### src/rtl/core/mqttrx_pkg.sv
`default_nettype none

package mqttrx_pkg;

	localparam int unsigned MAX_LENGTH_BYTES = 4;

	localparam int unsigned LEN_W   = 28;
	localparam int unsigned TOPIC_W = 16;
	localparam int unsigned COUNT_W = 32;
	localparam int unsigned CODE_W  = 8;
	localparam int unsigned LCNT_W  = 3;
	localparam int unsigned NEED_W  = 18;

	localparam logic [3:0] PT_CONNACK  = 4'd2;
	localparam logic [3:0] PT_PUBLISH  = 4'd3;
	localparam logic [3:0] PT_SUBACK   = 4'd9;
	localparam logic [3:0] PT_PINGRESP = 4'd13;

	localparam logic [7:0] LEN_DATA_MASK  = 8'h7F;
	localparam logic [7:0] LEN_CONT_MASK  = 8'h80;
	localparam logic [7:0] SUBACK_FAILURE = 8'h80;

	typedef enum logic [1:0] {
		PH_HEADER,
		PH_LENGTH,
		PH_BODY
	} phase_t;

	typedef enum logic [3:0] {
		ROLE_HEADER    = 4'd0,
		ROLE_LENGTH    = 4'd1,
		ROLE_TOPIC_LEN = 4'd2,
		ROLE_TOPIC     = 4'd3,
		ROLE_PACKET_ID = 4'd4,
		ROLE_PAYLOAD   = 4'd5,
		ROLE_CONNACK   = 4'd6,
		ROLE_SUBACK    = 4'd7,
		ROLE_OTHER     = 4'd8,
		ROLE_DISCARD   = 4'd9
	} role_t;

	typedef enum logic [3:0] {
		EV_NONE            = 4'd0,
		EV_CONNACK_OK      = 4'd1,
		EV_CONNACK_REJECT  = 4'd2,
		EV_CONNACK_SHORT   = 4'd3,
		EV_PUBLISH         = 4'd4,
		EV_PUBLISH_BAD     = 4'd5,
		EV_SUBACK_OK       = 4'd6,
		EV_SUBACK_REJECT   = 4'd7,
		EV_SUBACK_SHORT    = 4'd8,
		EV_PINGRESP        = 4'd9,
		EV_UNKNOWN         = 4'd10,
		EV_PROTOCOL_ERROR  = 4'd11
	} event_t;

	typedef struct packed {
		role_t                byte_role;
		logic [3:0]           packet_type;
		logic [3:0]           packet_flags;
		logic [LEN_W-1:0]     remaining_length;
		logic                 packet_done;
		event_t               event_code;
		logic [CODE_W-1:0]    return_code;
		logic [TOPIC_W-1:0]   topic_length;
		logic [COUNT_W-1:0]   publish_count;
	} result_t;

endpackage

`default_nettype wire

### src/rtl/core/mqttrx_if.sv
`default_nettype none

interface mqttrx_in_if;
	logic       valid;
	logic       ready;
	logic [7:0] rx_byte;
	logic       flush;

	modport source (output valid, output rx_byte, output flush, input ready);
	modport sink (input valid, input rx_byte, input flush, output ready);
endinterface

interface mqttrx_out_if;
	logic                                   valid;
	logic                                   ready;
	mqttrx_pkg::role_t                      byte_role;
	logic [3:0]                             packet_type;
	logic [3:0]                             packet_flags;
	logic [mqttrx_pkg::LEN_W-1:0]           remaining_length;
	logic                                   packet_done;
	mqttrx_pkg::event_t                     event_code;
	logic [mqttrx_pkg::CODE_W-1:0]          return_code;
	logic [mqttrx_pkg::TOPIC_W-1:0]         topic_length;
	logic [mqttrx_pkg::COUNT_W-1:0]         publish_count;

	modport source (output valid, output byte_role, output packet_type, output packet_flags,
		output remaining_length, output packet_done, output event_code, output return_code,
		output topic_length, output publish_count, input ready);
	modport sink (input valid, input byte_role, input packet_type, input packet_flags,
		input remaining_length, input packet_done, input event_code, input return_code,
		input topic_length, input publish_count, output ready);
endinterface

`default_nettype wire

### src/rtl/core/mqtt_rx_packet_deframer.sv
// The result of an accepted byte is captured in the output register when the byte is accepted.
// Throughput: one byte per cycle while parsed.ready does not hold the output; the
// parser state (phase, length, body position) advances with each accepted byte, and
// the output register takes a new byte in the cycle its previous result is sent out.
// Reset: arst_n clears the parser to awaiting a header byte, zeroes the
// publish counter and empties the output register.
`default_nettype none

module mqtt_rx_packet_deframer (
	input  wire logic      clk,
	input  wire logic      arst_n,
	mqttrx_in_if.sink      rx,
	mqttrx_out_if.source   parsed
);

	mqttrx_pkg::phase_t                     phase_q, phase_d;
	logic [3:0]                             type_q, type_d;
	logic [3:0]                             flags_q, flags_d;
	logic [mqttrx_pkg::LEN_W-1:0]           accum_q, accum_d;
	logic [mqttrx_pkg::LCNT_W-1:0]          lcnt_q, lcnt_d;
	logic [mqttrx_pkg::LEN_W-1:0]           pos_q, pos_d;
	logic [mqttrx_pkg::TOPIC_W-1:0]         topic_q, topic_d;
	logic [mqttrx_pkg::CODE_W-1:0]          code_q, code_d;
	logic [mqttrx_pkg::COUNT_W-1:0]         pub_cnt_q, pub_cnt_d;

	mqttrx_pkg::role_t                      role_d;
	mqttrx_pkg::event_t                     ev_d;
	logic                                   done_d;
	logic                                   clear_after;

	logic [1:0]                             len_grp;
	logic [mqttrx_pkg::LCNT_W-1:0]          lcnt_inc;
	logic [mqttrx_pkg::LEN_W-1:0]           len_add;
	logic [mqttrx_pkg::LEN_W-1:0]           accum_sum;
	logic [mqttrx_pkg::LEN_W-1:0]           pos_inc;
	logic [mqttrx_pkg::NEED_W-1:0]          topic_end;
	logic [mqttrx_pkg::NEED_W-1:0]          id_end;

	mqttrx_pkg::result_t                    res_d, res_q;
	logic                                   out_valid_q;
	logic                                   acc;

	function automatic mqttrx_pkg::event_t judge(
		input logic [3:0]                       ptype,
		input logic [3:0]                       pflags,
		input logic [mqttrx_pkg::LEN_W-1:0]     n,
		input logic [mqttrx_pkg::CODE_W-1:0]    code,
		input logic [mqttrx_pkg::TOPIC_W-1:0]   tlen
	);
		logic [mqttrx_pkg::NEED_W-1:0] need;
		mqttrx_pkg::event_t            ev;
		need = mqttrx_pkg::NEED_W'(2) + mqttrx_pkg::NEED_W'(tlen)
			+ ((pflags[2:1] != 2'b00) ? mqttrx_pkg::NEED_W'(2) : '0);
		unique case (ptype)
			mqttrx_pkg::PT_CONNACK: begin
				if (n < mqttrx_pkg::LEN_W'(2))
					ev = mqttrx_pkg::EV_CONNACK_SHORT;
				else if (code == '0)
					ev = mqttrx_pkg::EV_CONNACK_OK;
				else
					ev = mqttrx_pkg::EV_CONNACK_REJECT;
			end
			mqttrx_pkg::PT_PUBLISH: begin
				if (n < mqttrx_pkg::LEN_W'(need))
					ev = mqttrx_pkg::EV_PUBLISH_BAD;
				else
					ev = mqttrx_pkg::EV_PUBLISH;
			end
			mqttrx_pkg::PT_SUBACK: begin
				if (n < mqttrx_pkg::LEN_W'(3))
					ev = mqttrx_pkg::EV_SUBACK_SHORT;
				else if (code == mqttrx_pkg::SUBACK_FAILURE)
					ev = mqttrx_pkg::EV_SUBACK_REJECT;
				else
					ev = mqttrx_pkg::EV_SUBACK_OK;
			end
			mqttrx_pkg::PT_PINGRESP: ev = mqttrx_pkg::EV_PINGRESP;
			default:                 ev = mqttrx_pkg::EV_UNKNOWN;
		endcase
		return ev;
	endfunction

	assign rx.ready = !out_valid_q || parsed.ready;
	assign acc      = rx.valid && rx.ready;

	// Length groups past the fourth land in the top group, as the count saturates.
	assign len_grp   = (lcnt_q > mqttrx_pkg::LCNT_W'(3)) ? 2'd3 : lcnt_q[1:0];
	assign lcnt_inc  = mqttrx_pkg::LCNT_W'(len_grp) + mqttrx_pkg::LCNT_W'(1);
	assign len_add   = mqttrx_pkg::LEN_W'(rx.rx_byte & mqttrx_pkg::LEN_DATA_MASK)
		<< (5'd7 * 5'(len_grp));
	assign accum_sum = accum_q + len_add;
	assign pos_inc   = pos_q + mqttrx_pkg::LEN_W'(1);
	assign topic_end = mqttrx_pkg::NEED_W'(2) + mqttrx_pkg::NEED_W'(topic_q);
	assign id_end    = topic_end + ((flags_q[2:1] != 2'b00) ? mqttrx_pkg::NEED_W'(2) : '0);

	always_comb begin
		phase_d     = phase_q;
		type_d      = type_q;
		flags_d     = flags_q;
		accum_d     = accum_q;
		lcnt_d      = lcnt_q;
		pos_d       = pos_q;
		topic_d     = topic_q;
		code_d      = code_q;
		role_d      = mqttrx_pkg::ROLE_HEADER;
		ev_d        = mqttrx_pkg::EV_NONE;
		done_d      = 1'b0;
		clear_after = 1'b0;

		if (rx.flush) begin
			phase_d = mqttrx_pkg::PH_HEADER;
			type_d  = '0;
			flags_d = '0;
			accum_d = '0;
			lcnt_d  = '0;
			pos_d   = '0;
			topic_d = '0;
			code_d  = '0;
			role_d  = mqttrx_pkg::ROLE_DISCARD;
		end else begin
			unique case (phase_q)
				mqttrx_pkg::PH_HEADER: begin
					phase_d = mqttrx_pkg::PH_LENGTH;
					type_d  = rx.rx_byte[7:4];
					flags_d = rx.rx_byte[3:0];
					accum_d = '0;
					lcnt_d  = '0;
					pos_d   = '0;
					topic_d = '0;
					code_d  = '0;
					role_d  = mqttrx_pkg::ROLE_HEADER;
				end
				mqttrx_pkg::PH_LENGTH: begin
					role_d  = mqttrx_pkg::ROLE_LENGTH;
					accum_d = accum_sum;
					lcnt_d  = lcnt_inc;
					if ((rx.rx_byte & mqttrx_pkg::LEN_CONT_MASK) != '0) begin
						if (lcnt_inc >= mqttrx_pkg::LCNT_W'(mqttrx_pkg::MAX_LENGTH_BYTES)) begin
							done_d      = 1'b1;
							ev_d        = mqttrx_pkg::EV_PROTOCOL_ERROR;
							clear_after = 1'b1;
						end
					end else if (accum_sum == '0) begin
						done_d  = 1'b1;
						ev_d    = judge(type_q, flags_q, accum_sum, code_q, topic_q);
						phase_d = mqttrx_pkg::PH_HEADER;
					end else begin
						pos_d   = '0;
						phase_d = mqttrx_pkg::PH_BODY;
					end
				end
				mqttrx_pkg::PH_BODY: begin
					pos_d = pos_inc;
					unique case (type_q)
						mqttrx_pkg::PT_CONNACK: begin
							if (pos_q == mqttrx_pkg::LEN_W'(1))
								code_d = rx.rx_byte;
							role_d = mqttrx_pkg::ROLE_CONNACK;
						end
						mqttrx_pkg::PT_SUBACK: begin
							if (pos_q == mqttrx_pkg::LEN_W'(2))
								code_d = rx.rx_byte;
							role_d = mqttrx_pkg::ROLE_SUBACK;
						end
						mqttrx_pkg::PT_PUBLISH: begin
							priority if (pos_q == '0) begin
								topic_d = {rx.rx_byte, 8'h00};
								role_d  = mqttrx_pkg::ROLE_TOPIC_LEN;
							end else if (pos_q == mqttrx_pkg::LEN_W'(1)) begin
								topic_d = {topic_q[15:8], rx.rx_byte};
								role_d  = mqttrx_pkg::ROLE_TOPIC_LEN;
							end else if (pos_q < mqttrx_pkg::LEN_W'(topic_end)) begin
								role_d = mqttrx_pkg::ROLE_TOPIC;
							end else if (pos_q < mqttrx_pkg::LEN_W'(id_end)) begin
								role_d = mqttrx_pkg::ROLE_PACKET_ID;
							end else begin
								role_d = mqttrx_pkg::ROLE_PAYLOAD;
							end
						end
						default: role_d = mqttrx_pkg::ROLE_OTHER;
					endcase
					if (pos_inc >= accum_q) begin
						done_d  = 1'b1;
						ev_d    = judge(type_q, flags_q, accum_q, code_d, topic_d);
						phase_d = mqttrx_pkg::PH_HEADER;
					end
				end
				default: phase_d = mqttrx_pkg::PH_HEADER;
			endcase
		end

		pub_cnt_d = (ev_d == mqttrx_pkg::EV_PUBLISH)
			? pub_cnt_q + mqttrx_pkg::COUNT_W'(1) : pub_cnt_q;

		res_d.byte_role        = role_d;
		res_d.packet_type      = type_d;
		res_d.packet_flags     = flags_d;
		res_d.remaining_length = accum_d;
		res_d.packet_done      = done_d;
		res_d.event_code       = ev_d;
		res_d.return_code      = code_d;
		res_d.topic_length     = topic_d;
		res_d.publish_count    = pub_cnt_d;
	end

	always_ff @(posedge clk or negedge arst_n) begin
		if (!arst_n) begin
			phase_q   <= mqttrx_pkg::PH_HEADER;
			type_q    <= '0;
			flags_q   <= '0;
			accum_q   <= '0;
			lcnt_q    <= '0;
			pos_q     <= '0;
			topic_q   <= '0;
			code_q    <= '0;
			pub_cnt_q <= '0;
		end else if (acc) begin
			pub_cnt_q <= pub_cnt_d;
			if (clear_after) begin
				phase_q <= mqttrx_pkg::PH_HEADER;
				type_q  <= '0;
				flags_q <= '0;
				accum_q <= '0;
				lcnt_q  <= '0;
				pos_q   <= '0;
				topic_q <= '0;
				code_q  <= '0;
			end else begin
				phase_q <= phase_d;
				type_q  <= type_d;
				flags_q <= flags_d;
				accum_q <= accum_d;
				lcnt_q  <= lcnt_d;
				pos_q   <= pos_d;
				topic_q <= topic_d;
				code_q  <= code_d;
			end
		end
	end

	always_ff @(posedge clk or negedge arst_n) begin
		if (!arst_n) begin
			out_valid_q <= 1'b0;
		end else if (acc) begin
			out_valid_q <= 1'b1;
		end else if (parsed.ready) begin
			out_valid_q <= 1'b0;
		end
	end

	always_ff @(posedge clk) begin
		if (acc) begin
			res_q <= res_d;
		end
	end

	assign parsed.valid            = out_valid_q;
	assign parsed.byte_role        = res_q.byte_role;
	assign parsed.packet_type      = res_q.packet_type;
	assign parsed.packet_flags     = res_q.packet_flags;
	assign parsed.remaining_length = res_q.remaining_length;
	assign parsed.packet_done      = res_q.packet_done;
	assign parsed.event_code       = res_q.event_code;
	assign parsed.return_code      = res_q.return_code;
	assign parsed.topic_length     = res_q.topic_length;
	assign parsed.publish_count    = res_q.publish_count;

`ifndef SYNTHESIS
	a_done_has_event: assert property (@(posedge clk) disable iff (!arst_n)
		parsed.valid |-> (parsed.packet_done == (parsed.event_code != mqttrx_pkg::EV_NONE)))
		else $error("packet_done and event_code disagree");

	a_error_restarts: assert property (@(posedge clk) disable iff (!arst_n)
		(acc && ev_d == mqttrx_pkg::EV_PROTOCOL_ERROR)
		|=> (phase_q == mqttrx_pkg::PH_HEADER && accum_q == '0 && lcnt_q == '0))
		else $error("parser not restarted after length error");

	a_count_only_on_publish: assert property (@(posedge clk) disable iff (!arst_n)
		!(acc && ev_d == mqttrx_pkg::EV_PUBLISH) |=> $stable(pub_cnt_q))
		else $error("publish counter moved without a valid publish");
`endif

endmodule

`default_nettype wire
### src/flat_wrapper.sv
// flat-port wrapper written by rule: the top's interface ports become plain ports
module mqtt_rx_packet_deframer_flat 
  (clk, arst_n, rx_valid, rx_rx_byte, rx_flush, rx_ready, parsed_valid, parsed_byte_role, parsed_packet_type, parsed_packet_flags, parsed_remaining_length, parsed_packet_done, parsed_event_code, parsed_return_code, parsed_topic_length, parsed_publish_count, parsed_ready);
  mqttrx_in_if rx_i ();
  mqttrx_out_if parsed_i ();
  input  wire logic clk;
  input  wire logic arst_n;
  input wire logic [$bits(rx_i.valid)-1:0] rx_valid;
  input wire logic [$bits(rx_i.rx_byte)-1:0] rx_rx_byte;
  input wire logic [$bits(rx_i.flush)-1:0] rx_flush;
  output wire logic [$bits(rx_i.ready)-1:0] rx_ready;
  output wire logic [$bits(parsed_i.valid)-1:0] parsed_valid;
  output wire logic [$bits(parsed_i.byte_role)-1:0] parsed_byte_role;
  output wire logic [$bits(parsed_i.packet_type)-1:0] parsed_packet_type;
  output wire logic [$bits(parsed_i.packet_flags)-1:0] parsed_packet_flags;
  output wire logic [$bits(parsed_i.remaining_length)-1:0] parsed_remaining_length;
  output wire logic [$bits(parsed_i.packet_done)-1:0] parsed_packet_done;
  output wire logic [$bits(parsed_i.event_code)-1:0] parsed_event_code;
  output wire logic [$bits(parsed_i.return_code)-1:0] parsed_return_code;
  output wire logic [$bits(parsed_i.topic_length)-1:0] parsed_topic_length;
  output wire logic [$bits(parsed_i.publish_count)-1:0] parsed_publish_count;
  input wire logic [$bits(parsed_i.ready)-1:0] parsed_ready;
  assign rx_i.valid = rx_valid;
  assign rx_i.rx_byte = rx_rx_byte;
  assign rx_i.flush = rx_flush;
  assign rx_ready = rx_i.ready;
  assign parsed_valid = parsed_i.valid;
  assign parsed_byte_role = parsed_i.byte_role;
  assign parsed_packet_type = parsed_i.packet_type;
  assign parsed_packet_flags = parsed_i.packet_flags;
  assign parsed_remaining_length = parsed_i.remaining_length;
  assign parsed_packet_done = parsed_i.packet_done;
  assign parsed_event_code = parsed_i.event_code;
  assign parsed_return_code = parsed_i.return_code;
  assign parsed_topic_length = parsed_i.topic_length;
  assign parsed_publish_count = parsed_i.publish_count;
  assign parsed_i.ready = parsed_ready;
  mqtt_rx_packet_deframer u_core (.clk(clk), .arst_n(arst_n), .rx(rx_i), .parsed(parsed_i));
endmodule
### config.mk
export PLATFORM = sky130hd
export DESIGN_NAME = mqtt_rx_packet_deframer_flat
export DESIGN_NICKNAME = d
export VERILOG_FILES = /design/src/rtl/core/mqttrx_pkg.sv /design/src/rtl/core/mqttrx_if.sv /design/src/rtl/core/mqtt_rx_packet_deframer.sv /design/src/flat_wrapper.sv
export SDC_FILE = /design/constraint.sdc
export NUM_CORES = 1
export LEC_CHECK = 0
export BUFFER_PORTS_ARGS = -buffer_cell sky130_fd_sc_hd__buf_2
export CELL_PAD_IN_SITES_DETAIL_PLACEMENT = 0
export CELL_PAD_IN_SITES_GLOBAL_PLACEMENT = 1
export CORE_MARGIN = 4
export CORE_UTILIZATION = 43
export DETAILED_ROUTE_END_ITERATION = 16
export GPL_ROUTABILITY_DRIVEN = 0
export PLACE_DENSITY = 0.89
export RECOVER_POWER = 50
export SYNTH_ARGS = -nofsm -noshare
export SYNTH_HDL_FRONTEND = slang
export SYNTH_SLANG_ARGS = --single-unit
### constraint.sdc
create_clock -name clk -period 6.4 [get_ports clk]
set_clock_uncertainty 0.1 [all_clocks]
set_input_delay 0.96 -clock clk [delete_from_list [all_inputs] [get_ports clk]]
set_output_delay 0.96 -clock clk [all_outputs]
set_load 0.005 [all_outputs]
Word level (Yosys, flattened, before mapping):

Cells that the tools add are included.

* register bits after elaboration: 227
* input bits: 13
* output and inout port bits: 103
* word-level logic and storage cells: 145

* $add $sub $neg: 8
* $mul: 1
* magnitude comparators: 11
* equality and inequality tests: 14
* shift-type cells: 1
* muxes and demuxes: 76
* reduce and logical (&&, ||, !) cells: 15

Operators with widths (number)
* two-way mux 28 bit: 6
* < comparator 28 x 18 -> 1 bit: 4
* < comparator 28 x 2 -> 1 bit, second input constant: 4
* two-way mux 16 bit: 6
* one-hot mux 28 bit (3 select lines): 1
* two-way mux 4 bit: 18
* logical NOT 28 bit: 2
* two-way mux 8 bit: 7
* one-hot mux 28 bit (2 select lines): 1
* adder 18 bit: 2
* adder 2 x 16 -> 17 bit, first input constant: 2
* adder 32 x 1 -> 32 bit, second input constant: 1
* two-way mux 32 bit: 1
* one-hot mux 16 bit (2 select lines): 1
* one-hot mux 4 bit (4 select lines): 2
* one-hot mux 8 bit (2 select lines): 2
* adder 28 x 1 -> 28 bit, second input constant: 1
* adder 28 bit: 1
* == test 28 x 1 -> 1 bit, second input constant: 1
* == test 28 x 2 -> 1 bit, second input constant: 1
* >= comparator 28 bit: 1
* left shift 7 x 5 -> 28 bit: 1
* two-way mux 2 bit: 9
* == test 8 bit, second input constant: 2
* 29 further kinds: 49

Depth between registers and ports, before layout:

* depth in word-level cells: 16
* depth in mapped cells: 33
* depth with buffers taken out: 29

Worst setup path before layout:

OpenSTA, ideal clock, no wires.

* path type: register to register
* start: register u_core.pos_q[22] (netlist bit)
* end: register u_core.res_q, in the netlist u_core.parsed.publish_count[26] (data pin)
* library setup time: 0.258 ns
* data arrival time: 6.390 ns
* data required time: 6.042 ns
* path slack: -0.348 ns
* stages on the path, launching flop included: 33
* path buffers: 4
* period minus slack after synthesis: 6.748 ns
* cell sequence: dfrtp_1 or4_4 or4_1 buf_2 or4_1 buf_2 a32o_1 ha_1 inv_1 a211oi_2 nor3_1 a21oi_1 nor2_1 nand2_1 or2_1 nor2_2 nand2_1 o32a_1 ha_1 nand2_1 nor2_1 nand3_1 or3_1 a2111oi_4 a21oi_1 a41oi_1 o21ai_1 nor2_1 and4_1 buf_4 buf_6 nand4_1 xnor2_1

* word-level cells in the longest chain between the ends: 16
* elaborated cells between the ends (all ways): 31
* those cells by class: add/sub (3); order compare (2); eq/ne (4); mux (20); reduce/logical (2)

RTL lines
* start, declared: RTL line mqtt_rx_packet_deframer.sv:21 `logic [mqttrx_pkg::LEN_W-1:0] pos_q, pos_d;`
* start signal, assigned: RTL line mqtt_rx_packet_deframer.sv:234 `pos_q <= pos_d;`
* == test 28 x 1 -> 1 bit: RTL line mqtt_rx_packet_deframer.sv:156, mqtt_rx_packet_deframer.sv:169
* two-way mux 8 bit: RTL line mqtt_rx_packet_deframer.sv:169 `end else if (pos_q == mqttrx_pkg::LEN_W'(1)) begin`
* two-way mux 16 bit: RTL line mqtt_rx_packet_deframer.sv:166 `priority if (pos_q == '0) begin`
* two-way mux 16 bit: RTL line mqtt_rx_packet_deframer.sv:154 `unique case (type_q)`
* two-way mux 16 bit: RTL line mqtt_rx_packet_deframer.sv:121 `unique case (phase_q)`
* two-way mux 16 bit: RTL line mqtt_rx_packet_deframer.sv:110 `if (rx.flush) begin`
* adder 2 x 16 -> 17 bit: RTL line mqtt_rx_packet_deframer.sv:52 `need = mqttrx_pkg::NEED_W'(2) + mqttrx_pkg::NEED_W'(tlen)`
* adder 18 bit: RTL line mqtt_rx_packet_deframer.sv:53 `+ ((pflags[2:1] != 2'b00) ? mqttrx_pkg::NEED_W'(2) : '0);`
* < comparator 28 x 18 -> 1 bit: RTL line mqtt_rx_packet_deframer.sv:64 `if (n < mqttrx_pkg::LEN_W'(need))`
* two-way mux 1 bit: RTL line mqtt_rx_packet_deframer.sv:64
* one-hot mux 4 bit (4 select lines): RTL line mqtt_rx_packet_deframer.sv:54 `unique case (ptype)`
* two-way mux 4 bit *: RTL line mqtt_rx_packet_deframer.sv:182 `if (pos_inc >= accum_q) begin`
* one-hot mux 4 bit (2 select lines) *: RTL line mqtt_rx_packet_deframer.sv:121
* two-way mux 4 bit *: RTL line mqtt_rx_packet_deframer.sv:110
* == test 4 x 3 -> 1 bit *: RTL line mqtt_rx_packet_deframer.sv:192 `pub_cnt_d = (ev_d == mqttrx_pkg::EV_PUBLISH)`
* two-way mux 32 bit *: RTL line mqtt_rx_packet_deframer.sv:193 `? pub_cnt_q + mqttrx_pkg::COUNT_W'(1) : pub_cnt_q;`
* named net u_core.pub_cnt_d (one bit): RTL line mqtt_rx_packet_deframer.sv:24 `logic [mqttrx_pkg::COUNT_W-1:0] pub_cnt_q, pub_cnt_d;`
* end signal, assigned: RTL line mqtt_rx_packet_deframer.sv:253 `res_q <= res_d;`
* end, declared: RTL line mqtt_rx_packet_deframer.sv:39 `mqttrx_pkg::result_t res_d, res_q;`

Mark *: on every way through the listed nets, which the timed path passes. The rest lies on a longest branch. The select of a mux whose other input is x is not followed.
A chain may end at the register's enable or synchronous reset.

Worst setup path in the final report:

* start: register u_core.pos_q[24] (netlist bit)
* end: register u_core.res_q, in the netlist u_core.parsed.publish_count[12] (data pin)

Same word-level chain as after synthesis.

==> run metrics <==
antenna viol nets, final 0; Num CTS Buffers 26; Worst Setup End Kind register; Synth Area in Compound Gates between 15 and 20%; Top FF cell, synth dfrtp_1; TritonCTS clock tree yes; Final HPWL DP between 30000 and 40000 um; reg2reg setup slack -0.30 ns; Synth area leaders dfrtp_1 (20%), edfxtp_1 (19%), ha_1 (11%), xnor2_1 (6.2%), nand2_1 (3.4%); post-synthesis xor/xnor area fraction roughly 8.6%; Syn Inst Count between 1500 and 2000; max-slew violations between 150 and 200; outcome finished, violations left; antenna cells 0; worst slew pin tran 3.13 ns; Layout Nets just over 2000; Crit Path Category register to register; Post-Synth Simple-Gate Area between 20 and 25%; Setup WS post-layout -0.299 ns; First-pass DRT Iterations 7; Top cell by count, worst path or4_4; Post-synth EDFFs 101; H-Tree Level Count 1; Initial Util a little over two fifths; vias in the first global route 13900; WP data arrival between 6 and 7 ns; Die Y 201 um; clk slew on worst S/H paths roughly 0.070 ns; vias 14400; combinational group share of total power between 20% and 30%; Yosys top cell by area dfrtp_1; fraction of layout cells with a size suffix above 1 between 10% and 20%; root buffer cell clkbuf_16; largest family of logic cells by synthesized area simple AND/OR/NAND/NOR gates; All-Layer GR Usage a little under a quarter; max-cap violations 3; Peak VDD IR around 0.20 mV; port buffer count 115; failing checks max-capacitance violations, max-slew violations, negative setup slack; Post-Route WL between 50000 and 60000 um; critical path startpoint category register; switching part of the total between 30 and 40%; asr flop ratio synth a little under three fifths; Post-Synth Adder-Cell Area 10.9%; placed cell count 2346; Slowest cell on crit path or4_4; later-pin clock latency in the skew report about 0.56 ns; sequential cell area fraction in the yosys report 38.5%; Setup violations, final between 60 and 70; fin crit period approximately 6.7 ns; die area 40500 um2; setup repair after global routing missed its margin yes; Placeable Area roughly 37000 um2; row count 70; multiplexer share of the synthesized area ~1.3%; syn avg cell area between 9 and 10 um2; wire per inst around 21 um; grt total ovfl 0; Critical Path RT 6.60 ns; 1st-iter DRT viols between 1000 and 1500; CTS max path bufs 3; internal power between 2 and 3 mW; clock power share 34.6%; finished layout cell area around 19000 um2; Syn. warnings 0; placed cell area 17800 um2; largest net degree at the start of global routing 129; PwrDens roughly 220 nW/um2; final hold vios 0; Max Freq between 0.1 and 0.15 GHz; Layout Cells excl Fill around 2400; Die Wd 201 um; IO Count 116; initial antenna violation count 0; first-pass GRT wire length roughly 77000 um; Pleak around 8.5 nW; clk sinks between 200 and 250; Final period util 105%; detailed-route DRC error count 0; Hold Path Class register to register; Reg power frac approximately two fifths; most common cell after layout, fill and taps aside ha_1; Synth Register Bits ~230; Slew HR -109%; mapped cell area roughly 16000 um2; most frequent cells in the layout ha_1 (137), nor2_1 (131), dfrtp_1 (126), nand2_1 (121), buf_4 (104); Max stage delay on crit path roughly 0.56 ns; synth unique cells 83; P_sw between 1 and 1.5 mW; Yosys top cell area share between 10% and 20%; via/cell ratio roughly 6.0; Worst Path Max Fanout 8; P&R area growth vs syn 20.7%
## logic make-up after synthesis
logic type | count (synthesis)
AO/OA/AOI/OAI | 390
XOR/XNOR | 157
adder cells (fa/ha/maj) | 139
buffers and inverters | 161
flip-flops | 227
multiplexers | 21
other | 1
AND/OR/NAND/NOR | 638
## metal layers
metal  vias up  track usage, %  part of all wire (%)
met3       134            3.77                   8.2
li1       6708               -                     -
met2       628            37.5                    46
met1      6918            32.4                    42
met4         2            8.01                   4.1
met5         -            1.19                  0.13
## synth_stat cells (3+ instances only)
master,n
a22oi_1,21
mux2_2,4
buf_2,4
o21ai_1,6
xor2_1,44
nand2b_1,14
inv_1,78
and3_1,44
o211ai_1,6
clkbuf_1,63
o41ai_1,4
nand4_1,37
nor2b_1,21
or3_1,13
a22o_1,60
ha_1,138
mux2i_1,16
a21o_1,47
and4_1,3
a211o_1,5
buf_4,6
nand4b_1,3
and2_1,31
o31ai_1,7
a21oi_1,66
a211oi_1,19
dfrtp_1,126
o21a_1,13
nand3_1,91
nor2_1,135
nor3_1,41
nand2_1,144
nor3b_1,3
nor4_1,24
buf_1,8
or2_2,9
a311oi_1,3
or4_1,6
o21bai_1,4
a31oi_1,5
o22ai_1,3
edfxtp_1,101
xnor2_1,113
o21ai_0,93
nor4bb_1,4
## flip-flops by register name, indices dropped and copies added, names as in the netlist, 2 cells and up
signal,count
u_core.type_q,4
u_core.pos_q,28
u_core.parsed.return_code,8
u_core.parsed.packet_flags,4
u_core.lcnt_q,3
u_core.parsed.byte_role,4
u_core.parsed.topic_length,16
u_core.parsed.remaining_length,28
u_core.parsed.publish_count,32
u_core.topic_q,16
u_core.flags_q,4
u_core.code_q,8
u_core.phase_q,2
u_core.parsed.event_code,4
u_core.accum_q,28
u_core.pub_cnt_q,32
u_core.parsed.packet_type,4
## power by group through the flow
stage / combinational, mW / clock [mW] / sequential, mW
2_1_floorplan: 0.717 / 0 / 1.67
3_3_place_gp: 1.10 / 0 / 1.68
3_5_place_dp: 1.13 / 0 / 1.68
4_1_cts: 1.15 / 1.53 / 1.65
5_1_grt: 1.28 / 1.58 / 1.66
6_report: 1.18 / 1.50 / 1.66
## critical path: cells and delay by family (launching register included)
family,cells,cell delay [ns]
simple gates,14,3.42
compound gates,6,1.21
buf+inv,4,0.52
fa+ha+maj,2,0.47
flops,1,0.38
xor+xnor,2,0.34
## area by class of cell
type | count | area [um2]
well taps | 468 | 586
fillers | 3199 | 17300
flip-flops and latches | 227 | 6190
clock inverters | 15 | 146
multi-input cells | 1348 | 9840
repair buffers | 240 | 1620
inverters | 79 | 304
clock buffers | 33 | 707
## final timing paths
kind,startpoint,endpoint,depth (start not counted)
setup / recovery,u_core.pos_q[24],u_core.parsed.publish_count[12],28
hold / removal,u_core.lcnt_q[0],u_core.lcnt_q[0],2
setup reg to reg,u_core.pos_q[24],u_core.parsed.publish_count[12],28
hold reg to reg,u_core.lcnt_q[0],u_core.lcnt_q[0],2
max in group asynchronous,arst_n,u_core.pos_q[2],2
min in group asynchronous,arst_n,u_core.pub_cnt_q[31],1
## timing repair
| action | CTS | global route |
|---|---|---|
| cloned | 1 | 5 |
| resized for setup | 5 | 116 |
| setup endpoints to repair | 64 | 65 |
| hold buffers | 0 | 0 |
| pin swaps | 3 | 47 |
| hold endpoints to repair | 0 | 0 |
| setup buffers | 6 | 4 |
## stage by stage
step                util [%]  setup WS, ns  power [mW]  hold WS [ns]  TNS, ns
global route            52.8        -0.516        4.52         0.417   -28.55
finish                  52.8        -0.299        4.33         0.393   -14.58
floorplan                  -       0.00915        2.39         0.351        0
detailed placement      48.6        -0.320        2.81         0.381   -15.39
CTS                     51.1        -0.275        4.33         0.373   -12.58
global placement        48.6        -0.111        2.78         0.366    -3.06
(Power assumes the default switching activity.)
